### src/rtl/bst_pkg.sv
// Package for the breakpoint slot table: sizes, command and status codes,
// and the item type passed from the front stage through the queue to the back unit.
// No dependencies.
`default_nettype none
package bst_pkg;

   localparam int SLOT_COUNT    = 32;
   localparam int ADDRESS_WIDTH = 32;
   localparam int SLOT_W        = $clog2(SLOT_COUNT);
   localparam int CNT_W         = $clog2(SLOT_COUNT + 1);
   localparam int QUEUE_DEPTH   = 2;
   localparam int QPTR_W        = $clog2(QUEUE_DEPTH);
   localparam int QCNT_W        = $clog2(QUEUE_DEPTH + 1);

   typedef enum logic [1:0] {
      CMD_ADD    = 2'd0,
      CMD_DELETE = 2'd1,
      CMD_CHECK  = 2'd2,
      CMD_NONE   = 2'd3
   } cmd_type;

   typedef enum logic [1:0] {
      STATUS_OK         = 2'd0,
      STATUS_FULL       = 2'd1,
      STATUS_NOT_ACTIVE = 2'd2
   } status_type;

   typedef enum logic [3:0] {
      OP_ADD    = 4'b0001,
      OP_DELETE = 4'b0010,
      OP_CHECK  = 4'b0100,
      OP_NOP    = 4'b1000
   } op_type;

   typedef enum logic [1:0] {
      ST_IDLE   = 2'b01,
      ST_SELECT = 2'b10
   } back_state_type;

   typedef struct packed {
      op_type                   op;
      logic [ADDRESS_WIDTH-1:0] address;
      logic [SLOT_W-1:0]        slot_number;
   } item_type;

endpackage
`default_nettype wire

### src/rtl/bst_front.sv
// Front stage: registers an incoming transaction and decodes its command.
// Depends on bst_pkg.
`default_nettype none
module bst_front import bst_pkg::*; (
   input  wire logic                     clock,
   input  wire logic                     reset,
   input  wire logic                     req_valid,
   output logic                          req_stall,
   input  wire logic [1:0]               req_cmd,
   input  wire logic [ADDRESS_WIDTH-1:0] req_address,
   input  wire logic [SLOT_W-1:0]        req_slot_number,
   output logic                          push_valid,
   input  wire logic                     queue_full,
   output item_type                      push_item
);

   logic     valid_ff, valid_in;
   item_type item_ff, item_in;
   logic     accept;
   op_type   op_dec;

   always_comb begin
      case (cmd_type'(req_cmd))
         CMD_ADD:    op_dec = OP_ADD;
         CMD_DELETE: op_dec = OP_DELETE;
         CMD_CHECK:  op_dec = OP_CHECK;
         default:    op_dec = OP_NOP;
      endcase
   end

   assign req_stall = valid_ff & queue_full;
   assign accept    = req_valid & ~req_stall;
   assign valid_in  = accept | (valid_ff & queue_full);

   always_comb begin
      item_in = item_ff;
      if (accept) begin
         item_in.op          = op_dec;
         item_in.address     = req_address;
         item_in.slot_number = req_slot_number;
      end
   end

   always_ff @(posedge clock) begin
      if (reset) begin
         valid_ff <= 1'b0;
      end else begin
         valid_ff <= valid_in;
      end
   end

   always_ff @(posedge clock) begin
      item_ff <= item_in;
   end

   assign push_valid = valid_ff;
   assign push_item  = item_ff;

endmodule
`default_nettype wire

### src/rtl/bst_queue.sv
// Short queue between the front stage and the back unit.
// Depends on bst_pkg.
`default_nettype none
module bst_queue import bst_pkg::*; (
   input  wire logic     clock,
   input  wire logic     reset,
   input  wire logic     push_valid,
   input  wire item_type push_item,
   output logic          full,
   output logic          pop_valid,
   input  wire logic     pop,
   output item_type      pop_item
);

   item_type          entry_ff [QUEUE_DEPTH];
   logic [QPTR_W-1:0] wr_ptr_ff, wr_ptr_in, rd_ptr_ff, rd_ptr_in;
   logic [QCNT_W-1:0] count_ff, count_in;
   logic              do_push, do_pop;

   assign full      = (count_ff == QCNT_W'(QUEUE_DEPTH));
   assign pop_valid = (count_ff != '0);
   assign pop_item  = entry_ff[rd_ptr_ff];
   assign do_push   = push_valid & ~full;
   assign do_pop    = pop & pop_valid;

   always_comb begin
      wr_ptr_in = do_push ? wr_ptr_ff + QPTR_W'(1) : wr_ptr_ff;
      rd_ptr_in = do_pop  ? rd_ptr_ff + QPTR_W'(1) : rd_ptr_ff;
      count_in  = count_ff;
      if (do_push & ~do_pop) begin
         count_in = count_ff + QCNT_W'(1);
      end else if (do_pop & ~do_push) begin
         count_in = count_ff - QCNT_W'(1);
      end
   end

   always_ff @(posedge clock) begin
      if (reset) begin
         wr_ptr_ff <= '0;
         rd_ptr_ff <= '0;
         count_ff  <= '0;
      end else begin
         wr_ptr_ff <= wr_ptr_in;
         rd_ptr_ff <= rd_ptr_in;
         count_ff  <= count_in;
      end
   end

   always_ff @(posedge clock) begin
      if (do_push) begin
         entry_ff[wr_ptr_ff] <= push_item;
      end
   end

endmodule
`default_nettype wire

### src/rtl/bst_back.sv
// Back unit: slot state, free stack, per-slot comparators, recency matrix
// and the result register. Depends on bst_pkg.
`default_nettype none
module bst_back import bst_pkg::*; (
   input  wire logic                 clock,
   input  wire logic                 reset,
   input  wire logic                 queue_valid,
   input  wire item_type             queue_item,
   output logic                      queue_pop,
   output logic                      rsp_valid,
   input  wire logic                 rsp_stall,
   output logic [1:0]                rsp_status,
   output logic                      rsp_hit,
   output logic [SLOT_W-1:0]         rsp_result_slot
);

   back_state_type           state_ff, state_in;
   logic [SLOT_COUNT-1:0]    active_ff, active_in;
   logic [ADDRESS_WIDTH-1:0] addr_ff [SLOT_COUNT];
   // newer_ff[i][j]: slot j was added after slot i
   logic [SLOT_COUNT-1:0]    newer_ff [SLOT_COUNT];
   logic [SLOT_W-1:0]        stack_ff [SLOT_COUNT];
   logic [CNT_W-1:0]         free_ff, free_in, free_dec;
   logic [SLOT_COUNT-1:0]    match_ff, match_in, winner;
   logic [SLOT_W-1:0]        top_slot, winner_slot;
   logic                     out_free, do_add, do_del, take_chk, out_load;
   logic                     rsp_valid_ff, rsp_valid_in;
   status_type               rsp_status_ff, rsp_status_in;
   logic                     rsp_hit_ff, rsp_hit_in;
   logic [SLOT_W-1:0]        rsp_slot_ff, rsp_slot_in;

   assign out_free  = ~rsp_valid_ff | ~rsp_stall;
   assign queue_pop = (state_ff == ST_IDLE) & queue_valid & out_free;
   assign free_dec  = free_ff - CNT_W'(1);
   assign top_slot  = stack_ff[free_dec[SLOT_W-1:0]];
   assign do_add    = queue_pop & (queue_item.op == OP_ADD) & (free_ff != '0);
   assign do_del    = queue_pop & (queue_item.op == OP_DELETE)
                      & active_ff[queue_item.slot_number];
   assign take_chk  = queue_pop & (queue_item.op == OP_CHECK);

   always_comb begin
      for (int i = 0; i < SLOT_COUNT; i++) begin
         match_in[i] = active_ff[i] & (addr_ff[i] == queue_item.address);
         winner[i]   = match_ff[i] & ~|(match_ff & newer_ff[i]);
      end
   end

   always_comb begin
      winner_slot = '0;
      for (int i = 0; i < SLOT_COUNT; i++) begin
         if (winner[i]) begin
            winner_slot = winner_slot | SLOT_W'(i);
         end
      end
   end

   always_comb begin
      state_in  = state_ff;
      active_in = active_ff;
      free_in   = free_ff;
      if (do_add) begin
         active_in[top_slot] = 1'b1;
         free_in             = free_dec;
      end
      if (do_del) begin
         active_in[queue_item.slot_number] = 1'b0;
         free_in                           = free_ff + CNT_W'(1);
      end
      case (state_ff)
         ST_IDLE: begin
            if (take_chk) begin
               state_in = ST_SELECT;
            end
         end
         ST_SELECT: begin
            if (out_free) begin
               state_in = ST_IDLE;
            end
         end
         default: state_in = ST_IDLE;
      endcase
   end

   always_comb begin
      out_load      = 1'b0;
      rsp_status_in = rsp_status_ff;
      rsp_hit_in    = rsp_hit_ff;
      rsp_slot_in   = rsp_slot_ff;
      if (state_ff == ST_SELECT) begin
         out_load      = out_free;
         rsp_status_in = STATUS_OK;
         rsp_hit_in    = |match_ff;
         rsp_slot_in   = winner_slot;
      end else if (queue_pop & ~take_chk) begin
         out_load      = 1'b1;
         rsp_status_in = STATUS_OK;
         rsp_hit_in    = 1'b0;
         rsp_slot_in   = '0;
         case (queue_item.op)
            OP_ADD: begin
               if (free_ff == '0) begin
                  rsp_status_in = STATUS_FULL;
               end else begin
                  rsp_slot_in = top_slot;
               end
            end
            OP_DELETE: begin
               if (~active_ff[queue_item.slot_number]) begin
                  rsp_status_in = STATUS_NOT_ACTIVE;
               end
            end
            default: rsp_status_in = STATUS_OK;
         endcase
      end
      rsp_valid_in = out_load | (rsp_valid_ff & rsp_stall);
   end

   always_ff @(posedge clock) begin
      if (reset) begin
         state_ff     <= ST_IDLE;
         active_ff    <= '0;
         free_ff      <= CNT_W'(SLOT_COUNT);
         rsp_valid_ff <= 1'b0;
         for (int i = 0; i < SLOT_COUNT; i++) begin
            stack_ff[i] <= SLOT_W'(SLOT_COUNT - 1 - i);
         end
      end else begin
         state_ff     <= state_in;
         active_ff    <= active_in;
         free_ff      <= free_in;
         rsp_valid_ff <= rsp_valid_in;
         if (do_del) begin
            stack_ff[free_ff[SLOT_W-1:0]] <= queue_item.slot_number;
         end
      end
   end

   always_ff @(posedge clock) begin
      if (do_add) begin
         addr_ff[top_slot] <= queue_item.address;
         for (int i = 0; i < SLOT_COUNT; i++) begin
            if (SLOT_W'(i) == top_slot) begin
               newer_ff[i] <= '0;
            end else begin
               newer_ff[i][top_slot] <= 1'b1;
            end
         end
      end
      if (take_chk) begin
         match_ff <= match_in;
      end
      if (out_load) begin
         rsp_status_ff <= rsp_status_in;
         rsp_hit_ff    <= rsp_hit_in;
         rsp_slot_ff   <= rsp_slot_in;
      end
   end

   assign rsp_valid       = rsp_valid_ff;
   assign rsp_status      = rsp_status_ff;
   assign rsp_hit         = rsp_hit_ff;
   assign rsp_result_slot = rsp_slot_ff;

`ifndef SYNTH
   a_free_matches_active: assert property (@(posedge clock) disable iff (reset)
      ($countones(active_ff) + int'(free_ff)) == SLOT_COUNT)
      else $error("free count out of step with active slots");

   a_single_winner: assert property (@(posedge clock) disable iff (reset)
      (state_ff == ST_SELECT) |-> ($onehot(winner) || (match_ff == '0)))
      else $error("recency select found no unique winner");

   a_add_activates: assert property (@(posedge clock) disable iff (reset)
      do_add |=> active_ff[$past(top_slot)])
      else $error("added slot not active");
`endif

endmodule
`default_nettype wire

### src/rtl/breakpoint_slot_table.sv
// Breakpoint slot table top level: front stage, queue and back unit.
// Throughput: one add, delete or no-op per cycle while the result output is not stalled;
// a check is not followed by the next item until its compare and select steps are done.
// The back unit's recency select sets the check rate; the queue holds two transactions.
// Reset is synchronous: no slot active, free stack reloaded to yield 0,1,2,...; no clearing pass.
// Depends on bst_pkg, bst_front, bst_queue, bst_back.
`default_nettype none
module breakpoint_slot_table import bst_pkg::*; (
   input  wire logic                     clock,
   input  wire logic                     reset,
   input  wire logic                     req_valid,
   output logic                          req_stall,
   input  wire logic [1:0]               req_cmd,
   input  wire logic [ADDRESS_WIDTH-1:0] req_address,
   input  wire logic [SLOT_W-1:0]        req_slot_number,
   output logic                          rsp_valid,
   input  wire logic                     rsp_stall,
   output logic [1:0]                    rsp_status,
   output logic                          rsp_hit,
   output logic [SLOT_W-1:0]             rsp_result_slot
);

   logic     push_valid, queue_full, queue_valid, queue_pop;
   item_type push_item, queue_item;

   bst_front u_front (
      .clock           (clock),
      .reset           (reset),
      .req_valid       (req_valid),
      .req_stall       (req_stall),
      .req_cmd         (req_cmd),
      .req_address     (req_address),
      .req_slot_number (req_slot_number),
      .push_valid      (push_valid),
      .queue_full      (queue_full),
      .push_item       (push_item)
   );

   bst_queue u_queue (
      .clock      (clock),
      .reset      (reset),
      .push_valid (push_valid),
      .push_item  (push_item),
      .full       (queue_full),
      .pop_valid  (queue_valid),
      .pop        (queue_pop),
      .pop_item   (queue_item)
   );

   bst_back u_back (
      .clock           (clock),
      .reset           (reset),
      .queue_valid     (queue_valid),
      .queue_item      (queue_item),
      .queue_pop       (queue_pop),
      .rsp_valid       (rsp_valid),
      .rsp_stall       (rsp_stall),
      .rsp_status      (rsp_status),
      .rsp_hit         (rsp_hit),
      .rsp_result_slot (rsp_result_slot)
   );

endmodule
`default_nettype wire

### config.mk
export PLATFORM = sky130hd
export DESIGN_NAME = breakpoint_slot_table
export DESIGN_NICKNAME = d
export VERILOG_FILES = /design/src/rtl/bst_pkg.sv /design/src/rtl/bst_front.sv /design/src/rtl/bst_queue.sv /design/src/rtl/bst_back.sv /design/src/rtl/breakpoint_slot_table.sv
export SDC_FILE = /design/constraint.sdc
export NUM_CORES = 2
export LEC_CHECK = 0
export BUFFER_PORTS_ARGS = -buffer_cell sky130_fd_sc_hd__buf_2
export CORE_UTILIZATION = 55
export DETAILED_ROUTE_END_ITERATION = 8
export GPL_TIMING_DRIVEN = 1
export PLACE_DENSITY_LB_ADDON = 0.12
export SYNTH_ARGS = -nofsm -noshare
export SYNTH_HDL_FRONTEND = slang
export SYNTH_SLANG_ARGS = --single-unit
### constraint.sdc
create_clock -name clock -period 9.45 [get_ports clock]
set_clock_uncertainty 0.1 [all_clocks]
set_input_delay 1.89 -clock clock [delete_from_list [all_inputs] [get_ports clock]]
set_output_delay 1.89 -clock clock [all_outputs]
set_load 0.005 [all_outputs]
== Word-level counts from Yosys, hierarchy flattened ==
Memories as Yosys holds them, arrays and structs flattened. A register that Yosys moved wholly into a read port is not among the register bits.
Cells that the tools add are included.
Widths: inputs -> output; s select.

* Bitwise logic cells: 1146
* Shifts and indexed selects: 0
* Multipliers: 0
* Multiplexer cells: 1309
* $lt $le $gt $ge: 4
* Divide/modulo/power cells: 0
* Equality and inequality tests: 73
* $add $sub $neg: 6
* Reductions and logical operators: 76

{| class="wikitable"
|+ Operators with widths
! operator !! number
|-
| $mux 1 || 1207
|-
| $mux 32 || 34
|-
| $or 1x1->1 || 1027
|-
| $and 32x32->32 || 32
|-
| $eq 32x32->1 || 32
|-
| $reduce_or 32->1 || 32
|-
| $mux 5 || 28
|-
| $eq 5x5->1 const A || 16
|-
| $and 1x1->1 || 78
|-
| $eq 4x5->1 const A || 8
|-
| $mux 2 || 20
|-
| $mux 4 || 8
|-
| $not 32->32 || 1
|-
| $or 32x32->32 || 1
|-
| $logic_not 1->1 || 31
|-
| $eq 3x5->1 const A || 4
|-
| $lt 5x6->1 const B || 2
|-
| $mux 3 || 4
|-
| $mux 6 || 2
|-
| $pmux 4 s3 || 1
|-
| $demux 1 s5 || 2
|-
| $eq 2x5->1 const A || 2
|-
| $ge 5x1->1 const B || 2
|-
| $pmux 2 s2 || 2
|-
| 22 further kinds || 38
|}

* Bits in writable memories: 2290
* Register bits: 127
* Bits in latches: 0
* Memories kept: 4
* Word-level logic and storage cells: 2633
* ROM bits: 0

{| class="wikitable"
|+ Memory list
! name !! depth !! bits a word !! rd ports !! clocked after memory_dff !! write ports !! RTL line !! RTL
|-
| u_back.addr_ff || 32 || 32 || 32 || 0 || 1 || bst_back.sv:19 || <nowiki>logic [ADDRESS_WIDTH-1:0] addr_ff [SLOT_COUNT];</nowiki>
|-
| u_back.newer_ff || 32 || 32 || 31 || 0 || 32 || bst_back.sv:21 || <nowiki>logic [SLOT_COUNT-1:0] newer_ff [SLOT_COUNT];</nowiki>
|-
| u_back.stack_ff || 32 || 5 || 1 || 0 || 32 || bst_back.sv:22 || <nowiki>logic [SLOT_W-1:0] stack_ff [SLOT_COUNT];</nowiki>
|-
| u_queue.entry_ff || 2 || 41 || 1 || 1 || 1 || bst_queue.sv:15 || <nowiki>item_type entry_ff [QUEUE_DEPTH];</nowiki>
|}

== Depth between registers and ports, before layout ==
An unclocked memory read counts as a cell.

* Word-level depth: 37
* Depth in mapped cells: 22

== By module ==
From an unflattened synthesis, not the netlist that was laid out.

* Cells, all modules: 7675
* Area, all modules: 102510.8 um2

{| class="wikitable"
|+ By module, submodules not included
! module !! area each (um2) !! instances !! cells each
|-
| bst_back || 98041.5 || 1 || 7472
|-
| bst_queue || 3169.3 || 1 || 153
|-
| bst_front || 1300.0 || 1 || 50
|}

== Worst setup path before layout ==
No wires, ideal clock.

* Kind: in2reg
* From: input port rsp_stall
* To: memory u_back.addr_ff[4][0] (enable)
* Setup slack: 4.443 ns
* Buffers on the path: 3
* Cell stages on the path: 10
* Arrival: 4.520 ns
* Cells stage by stage: nand2_1 -> o2111ai_1 -> or3_1 -> a41oi_4 -> nand3_2 -> or2_1 -> clkbuf_1 -> buf_2 -> buf_2 -> inv_1

* Word-level cells in the longest chain between the ends: 7

{| class="wikitable"
|+ Ends and longest elaborated chain
! item !! RTL line !! RTL
|-
| start, declared || breakpoint_slot_table.sv:17 || <nowiki>input wire logic rsp_stall,</nowiki>
|-
| $not 1->1 || bst_back.sv:32 || <nowiki>assign out_free = ~rsp_valid_ff | ~rsp_stall;</nowiki>
|-
| $or 1x1->1 || bst_back.sv:32 ||
|-
| $and 1x1->1 || bst_back.sv:33 || <nowiki>assign queue_pop = (state_ff == ST_IDLE) & queue_valid & out_free;</nowiki>
|-
| $and 1x1->1 (2 in a row) || bst_back.sv:36 || <nowiki>assign do_add = queue_pop & (queue_item.op == OP_ADD) & (free_ff != '0);</nowiki>
|-
| $mux 1 || bst_back.sv:139 || <nowiki>if (do_add) begin</nowiki>
|-
| $mux 1 (implied by the code) || bst_back.sv:140 || <nowiki>addr_ff[top_slot] <= queue_item.address;</nowiki>
|-
| end, declared || bst_back.sv:19 ||
|}

Every way passes these cells.

== Final worst setup path ==
* From: register u_back.free_ff[1]
* To: memory u_back.addr_ff[17][31] (enable)

* Word-level cells in the longest chain between the ends: 4

{| class="wikitable"
|+ Ends and longest elaborated chain
! item !! RTL line !! RTL
|-
| start, declared || bst_back.sv:23 || <nowiki>logic [CNT_W-1:0] free_ff, free_in, free_dec;</nowiki>
|-
| start signal, assigned || bst_back.sv:122 || <nowiki>free_ff <= CNT_W'(SLOT_COUNT);</nowiki>
|-
| start signal, assigned || bst_back.sv:130 || <nowiki>free_ff <= free_in;</nowiki>
|-
| branches (longest 4 deep; another with $sub 6x1->6) || -- ||
|}

Several ways; the timed one is not identified.

==> flow_metrics.py <==
metrics = {
    "status": {
        "status": "complete, but fails checks",
        "violations": "design-rule violations",
    },
    "logic_synthesis": {
        "synthArstFlopShare": 0,
        "syn-cell-area_um2": 104500,
        "synth-seq-area-share": 0.6781,
        "ys.flop_type": "edfxtp_1",
        "synth_warnings": 0,
        "synth_top_cell_area_share": 0.6630,
        "synthTopCellsByArea": "edfxtp_1 (66%), xor2_1 (7.6%), nand2_1 (4.9%)",
        "synth-edff-count": 2307,
        "synth_seq_cells": 2386,
        "synth_cell_types": 74,
        "syn_inst": 8263,
        "synth_area_leader_cell": "edfxtp_1",
        "avgSynthCellArea_um2": 12.65,
    },
    "clock_tree": {
        "cts.clk_slew.worst_paths_ns": 0.06,
        "cts_buffer_depth": 3,
        "cts_max_level": 4,
        "cts_setup_buffers": 0,
        "cts_tree": "done",
        "cts_buffers": 236,
        "root_buffer": "clkbuf_16",
        "clock_latency_ns": 0.91,
        "ctsHoldBuffers": 0,
        "cts_sinks": 2386,
        "cts-resized-gates": 0,
    },
    "timing": {
        "setup_viol_count_final": 0,
        "slew-limit-headroom": 0.06427,
        "tightest_slew_ns": 1.404,
        "fin_setup_tns_ns": 0,
        "drv_slew": 0,
        "rsz0062_at_grt": "no",
        "min_period_ns": 6.276,
        "fin_crit_sh": 0.6641,
        "fmax_mhz": 159.3,
        "hold_violations": 0,
    },
    "route": {
        "vias_per_cell": 6.361,
        "wirelength_um": 351800,
        "vias": 69180,
        "dr.pass1.iters": 9,
        "drc": 6,
        "drt-initial-drc-count": 11470,
        "wire_per_inst_um": 32.35,
        "antenna_left": 0,
    },
    "floorplanning": {
        "core.rowCount": 159,
        "start_util": 0.5552,
        "dieArea_um2": 191700,
        "coreArea_um2": 188200,
        "die_h_um": 437.9,
        "die_x_um": 437.9,
        "ioPinCount": 53,
    },
    "critical_path": {
        "timing.critical_path.mode_cell": "inv_1",
        "rr_startpoint": "u_back.free_ff[1]",
        "path_cells": "inv_1, ha_2, buf_4, mux4_2, nor2_1, o22ai_1, and4_2, nand4_1, or2_4, inv_1",
        "reg2reg_to": "u_back.addr_ff[17][31]",
        "cp_data_required_time_ns": 9.85,
        "cp_slowest_cell": "inv_1",
        "cp-start-kind": "register",
        "r2r_setup_slack_ns": 3.17,
        "path_class": "reg -> reg",
        "crit_path_max_fanout": 35,
        "end_kind": "register",
        "cpPeakStageDelay_ns": 1.01,
        "cp.arrival_ns": 6.68,
        "reg2reg_depth": 10,
    },
    "flow_run": {
        "maxCapViolCount": 0,
    },
    "final_layout": {
        "drive_above_1_share": 0.1198,
        "area_growth_pct": 9.751,
        "fin_nets": 8218,
        "postLayoutCoreUtil": 0.6094,
    },
    "worst_hold_path": {
        "hold-path-cell-count": 0,
        "min_from": "u_front.push_item[17]",
        "min_to": "u_queue.entry_ff[1][17]",
        "hold_class": "reg -> reg",
    },
    "global_route": {
        "grt_usage": 0.3641,
        "grt_pass1_vias": 65310,
        "grt_overflow_total": 0,
        "grt_max_degree": 71,
        "grt_pass1_wl_um": 487300,
        "antenna_found_initial": 14,
    },
    "pwr": {
        "ir_worst_vdd_mv": 0.2457,
        "power.density_nw_per_um2": 231.3,
        "p_leak_nw": 49.71,
    },
    "placed_design": {
        "portBuffers": 52,
        "dp_hpwl_um": 198700,
        "place.gp.congestion": 0.9242,
    },
}
per-layer routing:
layer  global-route usage  vias to the layer above  routed length, um
li1                     -                    28430                  -
met1               0.4821                    34630             125300
met5                    0                        -                 70
met3              0.07297                     1036              44560
met2               0.5773                     5075             161800
met4               0.1774                       10              20040
registers in the layout, summed over array words and instances (netlist names), 5 cells and up, named ones only:
signal / flops
u_back.match_ff: 32
u_back.rsp_result_slot: 5
u_front.push_item: 41
u_back.free_ff: 6
u_back.stack_ff: 160
u_back.active_ff: 32
u_back.addr_ff: 1024
u_back.newer_ff: 992
u_queue.entry_ff: 82
cell usage after synthesis, types with 9 or more instances:
cell type and instances:
xnor2_1 130, nor4_1 171, nor3_1 32, or2_1 31, a22oi_1 230, and2_1 10, inv_2 236, nand4_1 515
buf_1 60, xor2_1 901, nor2b_1 35, inv_1 831, dfxtp_1 79, nand2_1 1362, o22ai_1 17, o21a_1 17
buf_6 23, buf_4 17, edfxtp_1 2307, a21o_1 16, nor2_1 233, a22o_1 60, buf_2 268, nand2b_1 21
mux4_2 46, or4_1 10, a221oi_2 11, o21bai_1 32, mux2i_1 35, nand3_1 68, o21ai_0 11, a221oi_1 93
clkbuf_1 245, a21oi_1 9
worst max-delay path by stage:
stage | to | startpoint | depth (start not counted) | slack [ns]
after global routing | u_back.addr_ff[17][4] | u_back.free_ff[1] | 10 | 3.09
final | u_back.addr_ff[17][31] | u_back.free_ff[1] | 10 | 3.17
after detailed placement | u_back.addr_ff[1][13] | rsp_stall | 8 | 3.27
after floorplan | u_back.addr_ff[4][0] | rsp_stall | 10 | 4.44
after CTS | u_back.addr_ff[17][31] | u_back.free_ff[1] | 10 | 3.35
after global placement | u_back.addr_ff[17][27] | u_back.free_ff[1] | 10 | 3.44
stage by stage:
stage	std cells	hold slack (ns)	total power, W	cell area [um^2]	setup WS, ns
after detailed placement	10430	0.3363	0.01732	107100	3.271
after global routing	10870	0.3558	0.02701	114700	3.092
after floorplan	8292	0.3202	0.01489	104600	4.443
final	10880	0.3487	0.02653	114700	3.174
after global placement	10430	0.3223	0.01726	107100	3.442
after CTS	10870	0.3497	0.02643	114700	3.352
critical path, delay by kind of cell, from the launching register on:
| kind | cells | cell delay (ns) |
|---|---|---|
| AO/OA/AOI/OAI | 1 | 0.29 |
| adder cells (fa/ha/maj) | 1 | 0.72 |
| buffers and inverters | 3 | 1.60 |
| flip-flops | 1 | 0.49 |
| multiplexers | 1 | 0.32 |
| AND/OR/NAND/NOR | 4 | 2.26 |
report_power, final:
group          switching [W]  internal [W]
combinational        0.00376       0.00118
clock                0.00414       0.00516
sequential          0.000145        0.0121
total                0.00804        0.0185
cell usage in the layout (no fill, tap or decap), drive strengths merged, types with 104 or more instances in the layout:
cell type | Yosys | layout
a221oi | 104 | 104
clkbuf | 245 | 310
xor2 | 901 | 901
inv | 1067 | 1059
edfxtp | 2307 | 2307
a22oi | 230 | 230
nor4 | 171 | 171
nand4 | 517 | 517
buf | 372 | 256
xnor2 | 130 | 130
nor2 | 238 | 238
nand2 | 1362 | 1362
clkinv | 0 | 120
cells by family after synthesis:
group           after synthesis  share of synthesized area
fa+ha+maj                     6                  0.0007184
mux                          88                    0.01402
buf+inv                    1684                    0.06649
xor+xnor                   1031                    0.08642
simple gates               2546                     0.1141
flops                      2386                     0.6781
compound gates              521                    0.04004
other cells                   1                 0.00003589
layout make-up:
class	instances	area [um^2]
well taps	2495	3122
clock buffers	310	6315
inverters	1067	4006
diodes	6	15.01
clock inverters	134	1236
multi-input cells	4222	27300
fillers	14530	73520
repair buffers	256	1819
flip-flops and latches	2386	70860
No activity file was read; power rests on OpenSTA's default activity.
